## config.mk

```make
export PLATFORM = sky130hd
export DESIGN_NAME = release_sort_makespan
export DESIGN_NICKNAME = d
export VERILOG_FILES = /design/src/rtl/core/rsm_pkg.sv /design/src/rtl/core/rsm_ctrl.sv /design/src/rtl/core/rsm_datapath.sv /design/src/rtl/core/release_sort_makespan.sv
export SDC_FILE = /design/constraint.sdc
export NUM_CORES = 2
export LEC_CHECK = 0
export BUFFER_PORTS_ARGS = -buffer_cell sky130_fd_sc_hd__buf_2
export CELL_PAD_IN_SITES_DETAIL_PLACEMENT = 0
export CELL_PAD_IN_SITES_GLOBAL_PLACEMENT = 1
export CORE_ASPECT_RATIO = 0.5
export CORE_MARGIN = 2
export CORE_UTILIZATION = 45
export CTS_CLUSTER_DIAMETER = 80
export DETAILED_ROUTE_END_ITERATION = 6
export HOLD_SLACK_MARGIN = 0.12
export PLACE_DENSITY = 0.66
export REMOVE_ABC_BUFFERS = 1
export SLEW_MARGIN = 20
export SYNTH_ARGS = -nofsm -noshare
export SYNTH_HDL_FRONTEND = slang
export SYNTH_SLANG_ARGS = --single-unit
```

## constraint.sdc

```tcl
create_clock -name clk -period 7.45 [get_ports clk]
set_clock_uncertainty 0.05 [all_clocks]
set_input_delay 1.49 -clock clk [delete_from_list [all_inputs] [get_ports clk]]
set_output_delay 1.49 -clock clk [all_outputs]
set_load 0.005 [all_outputs]
```

## src/rtl/core/rsm_pkg.sv

```systemverilog
`default_nettype none

package rsm_pkg;

    // job store depth
    localparam int MAX_JOBS = 32;

    localparam int IDX_W  = $clog2(MAX_JOBS);
    localparam int CNT_W  = $clog2(MAX_JOBS + 1);
    localparam int TIME_W = 16;
    localparam int SPAN_W = 23;
    localparam int NUM_W  = 7;

    // one stored job
    typedef struct packed {
        logic [TIME_W-1:0] rel;
        logic [TIME_W-1:0] proc;
        logic [TIME_W-1:0] deliv;
        logic [CNT_W-1:0]  num;
    } job_t;

    // controller to datapath
    typedef struct packed {
        logic store;
        logic start;
        logic step;
        logic rewind;
        logic emit;
    } rsm_cmd_t;

    // datapath to controller
    typedef struct packed {
        logic idx_last;
        logic busy;
        logic out_free;
    } rsm_stat_t;

endpackage

`default_nettype wire

```

## src/rtl/core/rsm_ctrl.sv

```systemverilog
`default_nettype none

module rsm_ctrl
    import rsm_pkg::*;
(
    input  logic      clk,
    input  logic      rst_n,
    input  logic      job_valid,
    input  logic      last_job,
    output logic      job_stall,
    input  rsm_stat_t stat,
    output rsm_cmd_t  cmd
);

    typedef enum logic [1:0] {
        S_LOAD,
        S_SCHED,
        S_DRAIN,
        S_EMIT
    } state_t;

    state_t state_reg;
    state_t state_next;

    always_comb
    begin
        state_next = state_reg;
        cmd        = '0;
        job_stall  = (state_reg != S_LOAD);
        case (state_reg)
            S_LOAD:
            begin
                cmd.store = job_valid;
                if (job_valid && last_job)
                begin
                    cmd.start  = 1'b1;
                    state_next = S_SCHED;
                end
            end
            S_SCHED:
            begin
                cmd.step = 1'b1;
                if (stat.idx_last)
                begin
                    state_next = S_DRAIN;
                end
            end
            S_DRAIN:
            begin
                // wait for the end-time and makespan stages to settle
                if (!stat.busy)
                begin
                    cmd.rewind = 1'b1;
                    state_next = S_EMIT;
                end
            end
            S_EMIT:
            begin
                if (stat.out_free)
                begin
                    cmd.emit = 1'b1;
                    if (stat.idx_last)
                    begin
                        state_next = S_LOAD;
                    end
                end
            end
            default:
            begin
                state_next = S_LOAD;
            end
        endcase
    end

    always_ff @(posedge clk or negedge rst_n)
    begin
        if (!rst_n)
        begin
            state_reg <= S_LOAD;
        end
        else
        begin
            state_reg <= state_next;
        end
    end

endmodule

`default_nettype wire

```

## src/rtl/core/rsm_datapath.sv

```systemverilog
`default_nettype none

module rsm_datapath
    import rsm_pkg::*;
(
    input  logic              clk,
    input  logic              rst_n,
    input  rsm_cmd_t          cmd,
    output rsm_stat_t         stat,
    input  logic [TIME_W-1:0] release_time,
    input  logic [TIME_W-1:0] processing_time,
    input  logic [TIME_W-1:0] delivery_time,
    input  logic              result_stall,
    output logic              result_valid,
    output logic [NUM_W-1:0]  job_number,
    output logic              last_result,
    output logic [SPAN_W-1:0] makespan,
    output logic [SPAN_W-1:0] final_end_time,
    output logic              overflow
);

    // sorted job row, entries below count_reg are live
    job_t              row_reg [MAX_JOBS];
    logic [CNT_W-1:0]  count_reg;
    logic              ovf_reg;
    logic [IDX_W-1:0]  idx_reg;

    // schedule pipeline
    job_t              rd_reg;
    logic              rd_v_reg;
    logic [SPAN_W-1:0] t_reg;
    logic [TIME_W-1:0] q_d_reg;
    logic              s2_v_reg;
    logic [SPAN_W-1:0] cmax_reg;

    // output word
    logic              result_valid_reg;
    logic [NUM_W-1:0]  job_number_reg;
    logic              last_result_reg;
    logic [SPAN_W-1:0] makespan_reg;
    logic [SPAN_W-1:0] final_end_time_reg;
    logic              overflow_reg;

    logic [MAX_JOBS-1:0] move;
    logic [MAX_JOBS-1:0] wr;
    job_t              ins_val [MAX_JOBS];
    job_t              new_job;
    logic [CNT_W-1:0]  new_num;
    logic              full;
    logic              idx_last;
    logic              out_free;
    job_t              rd_sel;
    logic [SPAN_W-1:0] t_max;
    logic [SPAN_W-1:0] t_next;
    logic [SPAN_W-1:0] tq;

    assign full     = (count_reg == CNT_W'(MAX_JOBS));
    assign new_num  = count_reg + CNT_W'(1);
    assign new_job  = '{rel: release_time, proc: processing_time,
                        deliv: delivery_time, num: new_num};
    assign idx_last = ((CNT_W'(idx_reg) + CNT_W'(1)) == count_reg);
    assign out_free = !result_valid_reg || !result_stall;
    assign rd_sel   = row_reg[idx_reg];

    assign stat.idx_last = idx_last;
    assign stat.busy     = rd_v_reg || s2_v_reg;
    assign stat.out_free = out_free;

    // insert cells: later release shifts up one place, ties stay ahead
    always_comb
    begin
        for (int i = 0; i < MAX_JOBS; i++)
        begin
            move[i]    = (CNT_W'(i) < count_reg) && (row_reg[i].rel > release_time);
            wr[i]      = move[i] || (CNT_W'(i) == count_reg);
            ins_val[i] = new_job;
            if (i > 0)
            begin
                if (move[i-1])
                begin
                    ins_val[i] = row_reg[i-1];
                end
            end
        end
    end

    always_ff @(posedge clk)
    begin
        for (int i = 0; i < MAX_JOBS; i++)
        begin
            if (cmd.store && !full && wr[i])
            begin
                row_reg[i] <= ins_val[i];
            end
        end
    end

    always_ff @(posedge clk or negedge rst_n)
    begin
        if (!rst_n)
        begin
            count_reg <= '0;
            ovf_reg   <= 1'b0;
        end
        else if (cmd.store)
        begin
            if (full)
            begin
                ovf_reg <= 1'b1;
            end
            else
            begin
                count_reg <= new_num;
            end
        end
        else if (cmd.emit && idx_last)
        begin
            count_reg <= '0;
            ovf_reg   <= 1'b0;
        end
    end

    always_ff @(posedge clk or negedge rst_n)
    begin
        if (!rst_n)
        begin
            idx_reg <= '0;
        end
        else if (cmd.start || cmd.rewind)
        begin
            idx_reg <= '0;
        end
        else if (cmd.step || cmd.emit)
        begin
            idx_reg <= idx_reg + IDX_W'(1);
        end
    end

    // stage 1: end time, stage 2: end plus delivery into the running max
    assign t_max  = (SPAN_W'(rd_reg.rel) > t_reg) ? SPAN_W'(rd_reg.rel) : t_reg;
    assign t_next = t_max + SPAN_W'(rd_reg.proc);
    assign tq     = t_reg + SPAN_W'(q_d_reg);

    always_ff @(posedge clk or negedge rst_n)
    begin
        if (!rst_n)
        begin
            rd_v_reg <= 1'b0;
            s2_v_reg <= 1'b0;
        end
        else
        begin
            rd_v_reg <= cmd.step;
            s2_v_reg <= rd_v_reg;
        end
    end

    always_ff @(posedge clk)
    begin
        if (cmd.step)
        begin
            rd_reg <= rd_sel;
        end
        if (cmd.start)
        begin
            t_reg    <= '0;
            cmax_reg <= '0;
        end
        else
        begin
            if (rd_v_reg)
            begin
                t_reg   <= t_next;
                q_d_reg <= rd_reg.deliv;
            end
            if (s2_v_reg && (tq > cmax_reg))
            begin
                cmax_reg <= tq;
            end
        end
    end

    always_ff @(posedge clk or negedge rst_n)
    begin
        if (!rst_n)
        begin
            result_valid_reg <= 1'b0;
        end
        else if (cmd.emit)
        begin
            result_valid_reg <= 1'b1;
        end
        else if (!result_stall)
        begin
            result_valid_reg <= 1'b0;
        end
    end

    always_ff @(posedge clk)
    begin
        if (cmd.emit)
        begin
            job_number_reg     <= NUM_W'(rd_sel.num);
            last_result_reg    <= idx_last;
            makespan_reg       <= idx_last ? cmax_reg : '0;
            final_end_time_reg <= idx_last ? t_reg : '0;
            overflow_reg       <= ovf_reg;
        end
    end

    assign result_valid   = result_valid_reg;
    assign job_number     = job_number_reg;
    assign last_result    = last_result_reg;
    assign makespan       = makespan_reg;
    assign final_end_time = final_end_time_reg;
    assign overflow       = overflow_reg;

endmodule

`default_nettype wire

```

## src/rtl/core/release_sort_makespan.sv

```systemverilog
// load: jobs load one per cycle while job_stall is low; after the word marked last_job the
//   controller runs the schedule pass, drains the end-time and makespan stages, then walks out
//   the result words; the pass and the walk share the single read port of the job row, and
//   no new set is loaded until the last result word of the set is emitted
// reset: rst_n is asynchronous, active low; clears job count, overflow flag,
//   controller state and output valid; stored jobs are undefined until written
`default_nettype none

module release_sort_makespan
    import rsm_pkg::*;
(
    input  logic              clk,
    input  logic              rst_n,
    // job words
    input  logic              job_valid,
    output logic              job_stall,
    input  logic [TIME_W-1:0] release_time,
    input  logic [TIME_W-1:0] processing_time,
    input  logic [TIME_W-1:0] delivery_time,
    input  logic              last_job,
    // result words
    output logic              result_valid,
    input  logic              result_stall,
    output logic [NUM_W-1:0]  job_number,
    output logic              last_result,
    output logic [SPAN_W-1:0] makespan,
    output logic [SPAN_W-1:0] final_end_time,
    output logic              overflow
);

    // the controller sequences load, schedule pass, drain and output walk;
    // the datapath keeps the job row sorted by release time on every insert,
    // so the sort costs nothing extra after the last job arrives
    rsm_cmd_t  cmd;
    rsm_stat_t stat;

    rsm_ctrl u_ctrl (
        .clk       (clk),
        .rst_n     (rst_n),
        .job_valid (job_valid),
        .last_job  (last_job),
        .job_stall (job_stall),
        .stat      (stat),
        .cmd       (cmd)
    );

    // job row, two-stage end-time and makespan pipeline, output register
    rsm_datapath u_dp (
        .clk             (clk),
        .rst_n           (rst_n),
        .cmd             (cmd),
        .stat            (stat),
        .release_time    (release_time),
        .processing_time (processing_time),
        .delivery_time   (delivery_time),
        .result_stall    (result_stall),
        .result_valid    (result_valid),
        .job_number      (job_number),
        .last_result     (last_result),
        .makespan        (makespan),
        .final_end_time  (final_end_time),
        .overflow        (overflow)
    );

endmodule

`default_nettype wire

```

==> metrics.md <==
| Metric | Value |
|---|---|
| Result of the run | complete, no violations |
| IR Drop Worst-Case VDD | 0.190 mV |
| Syn_area_per_cell | 14.1 µm² |
| Longest Clk Path Bufs | 4 |
| Estimated wirelength of the detail-placed design | 257 mm |
| Slew at the pin closest to its max-slew limit | 1.21 ns |
| Number of post-CTS setup repair buffers | 0 |
| Number of enable-type register cells in the synthesized netlist | 1846 |
| Drt initial violations | 9681 |
| Effective utilization at floorplan | 45.3% |
| Total overflow reported by the global router | 0 |
| Total number of yosys warnings | 0 |
| Setup repair after global routing missed its margin | no |
| Async set-reset flop share out of synthesis | 0.891% |
| Remaining antenna violation count after routing | 0 |
| Largest register FFs | 1728 |
| Final setup fails | 0 |
| Mapped Area | 112000 µm² |
| Synthesized instance count | 7964 |
| DR WL/cell | 35.2 µm |
| Floorplan Core Area | 247000 µm² |
| Area fraction in and, or, nand and nor cells after synthesis | 6.60% |
| Gr usage total | 30.8% |
| Number of storage elements in the synthesis netlist | 1909 |
| Largest net degree at the start of global routing | 109 |
| Top cell by count, worst path | sky130_fd_sc_hd__buf_4 |
| Cells resized by post-CTS repair | 0 |
| Clock transition time at the flip-flop clock pins of the worst setup and hold paths | 0.06 ns |
| Routability congestion estimate from global placement | 0.915 |
| H-tree levels | 4 |
| Slowest cell delay on critical path | 0.83 ns |
| Worst-path maximum fanout | 38 |
| Worst-skew pair later-pin latency | 0.90 ns |
| Adder-cell area share of the yosys netlist | 6.65% |
| Site row count | 129 |
| Layout area overhead | 10.1% |
| Setup slack on the worst flop-to-flop path | 2.18 ns |
| Setup slack of the critical path after layout | 2.13 ns |
| Number of buffers added on ports | 108 |
| Post-detailed-placement cell area | 117000 µm² |
| Share of the synthesized area in compound gates (AO/OA/AOI/OAI) | 6.36% |
| Final Total Pwr | 0.0262 W |
| CTS root buf | sky130_fd_sc_hd__clkbuf_16 |
| Critical path type | primary input to register |
| Worst hold slack | 0.371 ns |
| Worst path bufs/invs | 4 |
| Ports | 110 |
| CTS tree | built |
| End-of-flow core utilization | 49.8% |
| Dominant combinational cell family by area after synthesis | multiplexers |
| Post-Place Setup Slack | 1.26 ns |
| Number of antenna violations at the first check in global routing | 30 |
| Overall via count from detail_route | 75842 |
| Height of the die | 357 µm |
| Clock Sink Count | 1909 |
| Power per cell area | 213 nW/µm² |
| Max-slew violations | 0 |
| Proportion of synthesized area in mux cells | 26.4% |
| Via density per instance | 6.71 |
| Layout cell share with drive strength beyond 1 | 34.9% |
| Setup crit start kind | primary input |
| Dominant delay contributor by cell family on the critical path | buffers and inverters |
| Number of library cell types mapped by synthesis | 87 |
| Critical-path cell list | buf_2 > clkinv_1 > buf_4 > ha_1 > nand4_1 > or2_4 > o21ai_0 > o211a_4 > buf_4 |
| Classification of the worst-slack hold path | register to register |
| Kind of capture point of the worst setup path | register |
| Signal arrival time at the worst endpoint | 5.82 ns |
| Total Die Area | 253000 µm² |
| Most frequently used flop master after synthesis | sky130_fd_sc_hd__edfxtp_1 |
| DRC violation count after routing | 0 |
| Worst slew margin | 19.2% |
| Total wirelength of the detailed-routed design | 398 mm |
| Leakage dissipation | 42.6 nW |
| Max Cap Viol | 0 |
| Sequential fraction of the synthesis area | 50.7% |
| Hold Vio Cnt, Final | 0 |
| Cell with the largest stage delay on the worst path | sky130_fd_sc_hd__o211a_4 |
| Die boundary width | 710 µm |
| XOR/XNOR Fraction of Synth Area | 0.313% |
| Final nets | 8457 |
| Critical path data required time | 7.95 ns |
| Router iterations before antenna repair | 6 |
| Crit share post-route | 71.5% |
| Wire length of the first global-routing pass | 558 mm |
| Hold Buf Count CTS | 0 |
| Minimum clock period after layout | 5.32 ns |
| Number of buffers inserted during clock tree synthesis | 195 |
| Max Freq | 0.188 GHz |
| Number of global-route vias before repair | 72868 |
| Post-layout instance area | 123000 µm² |
-- Yosys cell counts, drive strengths merged (107+ instances only) --
master	n	area (µm²)
clkbuf	482	1810
mux4	540	12200
edfxtp	1846	55400
o21ai	192	972
mux2	1516	17100
nand3	587	2940
nand4	107	669
a311o	118	1180
nor2	272	1020
a21oi	195	976
buf	211	1080
nand2	300	1130
inv	124	465
a21o	142	1070
ha	592	7410
-- cells in the final DEF (no fill, tap or decap), types with 140 or more instances in the layout --
master | netlist | final
sky130_fd_sc_hd__nand3_1 | 587 | 586
sky130_fd_sc_hd__mux4_2 | 540 | 540
sky130_fd_sc_hd__o21ai_0 | 179 | 178
sky130_fd_sc_hd__buf_4 | 1 | 181
sky130_fd_sc_hd__nand2_1 | 300 | 299
sky130_fd_sc_hd__ha_1 | 592 | 591
sky130_fd_sc_hd__clkbuf_16 | 0 | 196
sky130_fd_sc_hd__a21oi_1 | 195 | 177
sky130_fd_sc_hd__mux2_2 | 1490 | 1490
sky130_fd_sc_hd__a21o_1 | 142 | 140
sky130_fd_sc_hd__nor2_1 | 271 | 262
sky130_fd_sc_hd__edfxtp_1 | 1846 | 1846
-- routing by layer --
layer  share of wire (%)  GRT usage (%)  routed length (µm)  vias up
met1                  44           45.6              175000    40028
li1                    -              -                   -    31430
met2                  42           44.6              168000     3876
met3                  11           8.84               44500      492
met4                 2.6           7.64               10400       16
met5               0.028              0                 112        -
-- cell type report --
type                    instances  area, µm²
clock inverters               111       1200
well taps                    3340       4180
multi-input cells            5237      52600
flip-flops and latches       1909      56800
inverters                     125        477
fillers                     21133     124000
repair buffers                342       2970
clock buffers                 231       5060
diodes                          8       20.0
-- kinds of logic (layout without fill, tap and decap cells) --
family / Yosys count / after routing
other: 1 / 9
XOR/XNOR: 40 / 40
adder cells (fa/ha/maj): 594 / 594
multiplexers: 2080 / 2080
AND/OR/NAND/NOR: 1524 / 1524
flip-flops: 1909 / 1909
buffers and inverters: 818 / 809
AO/OA/AOI/OAI: 998 / 998
-- path summary, 6_finish.rpt --
check | cells after the start | end | startpoint
max reg2reg | 8 | u_dp.row_reg[1][6] | u_dp.count_reg[0]
min reg2reg | 0 | u_dp.q_d_reg[12] | u_dp.rd_reg[18]
min | 0 | u_dp.q_d_reg[12] | u_dp.rd_reg[18]
max in group asynchronous | 1 | u_dp.idx_reg[0] | rst_n
min in group asynchronous | 1 | u_dp.count_reg[0] | rst_n
max | 9 | u_dp.row_reg[30][17] | release_time[15]
-- metrics by stage --
step                cells  setup TNS [ns]
global placement    10951               0
finish              11303               0
floorplan            7271        -2426.48
global route        11298               0
detailed placement  10952               0
CTS                 11294               0
-- report_power, final --
group / total (W) / internal [W] / leakage (nW) / switching, W
Sequential: 0.0121 / 0.0119 / 17.3 / 0.000187
Clock: 0.0102 / 0.00570 / 3.05 / 0.00453
Combinational: 0.00389 / 0.00165 / 22.2 / 0.00224
(Power assumes the default switching activity.)
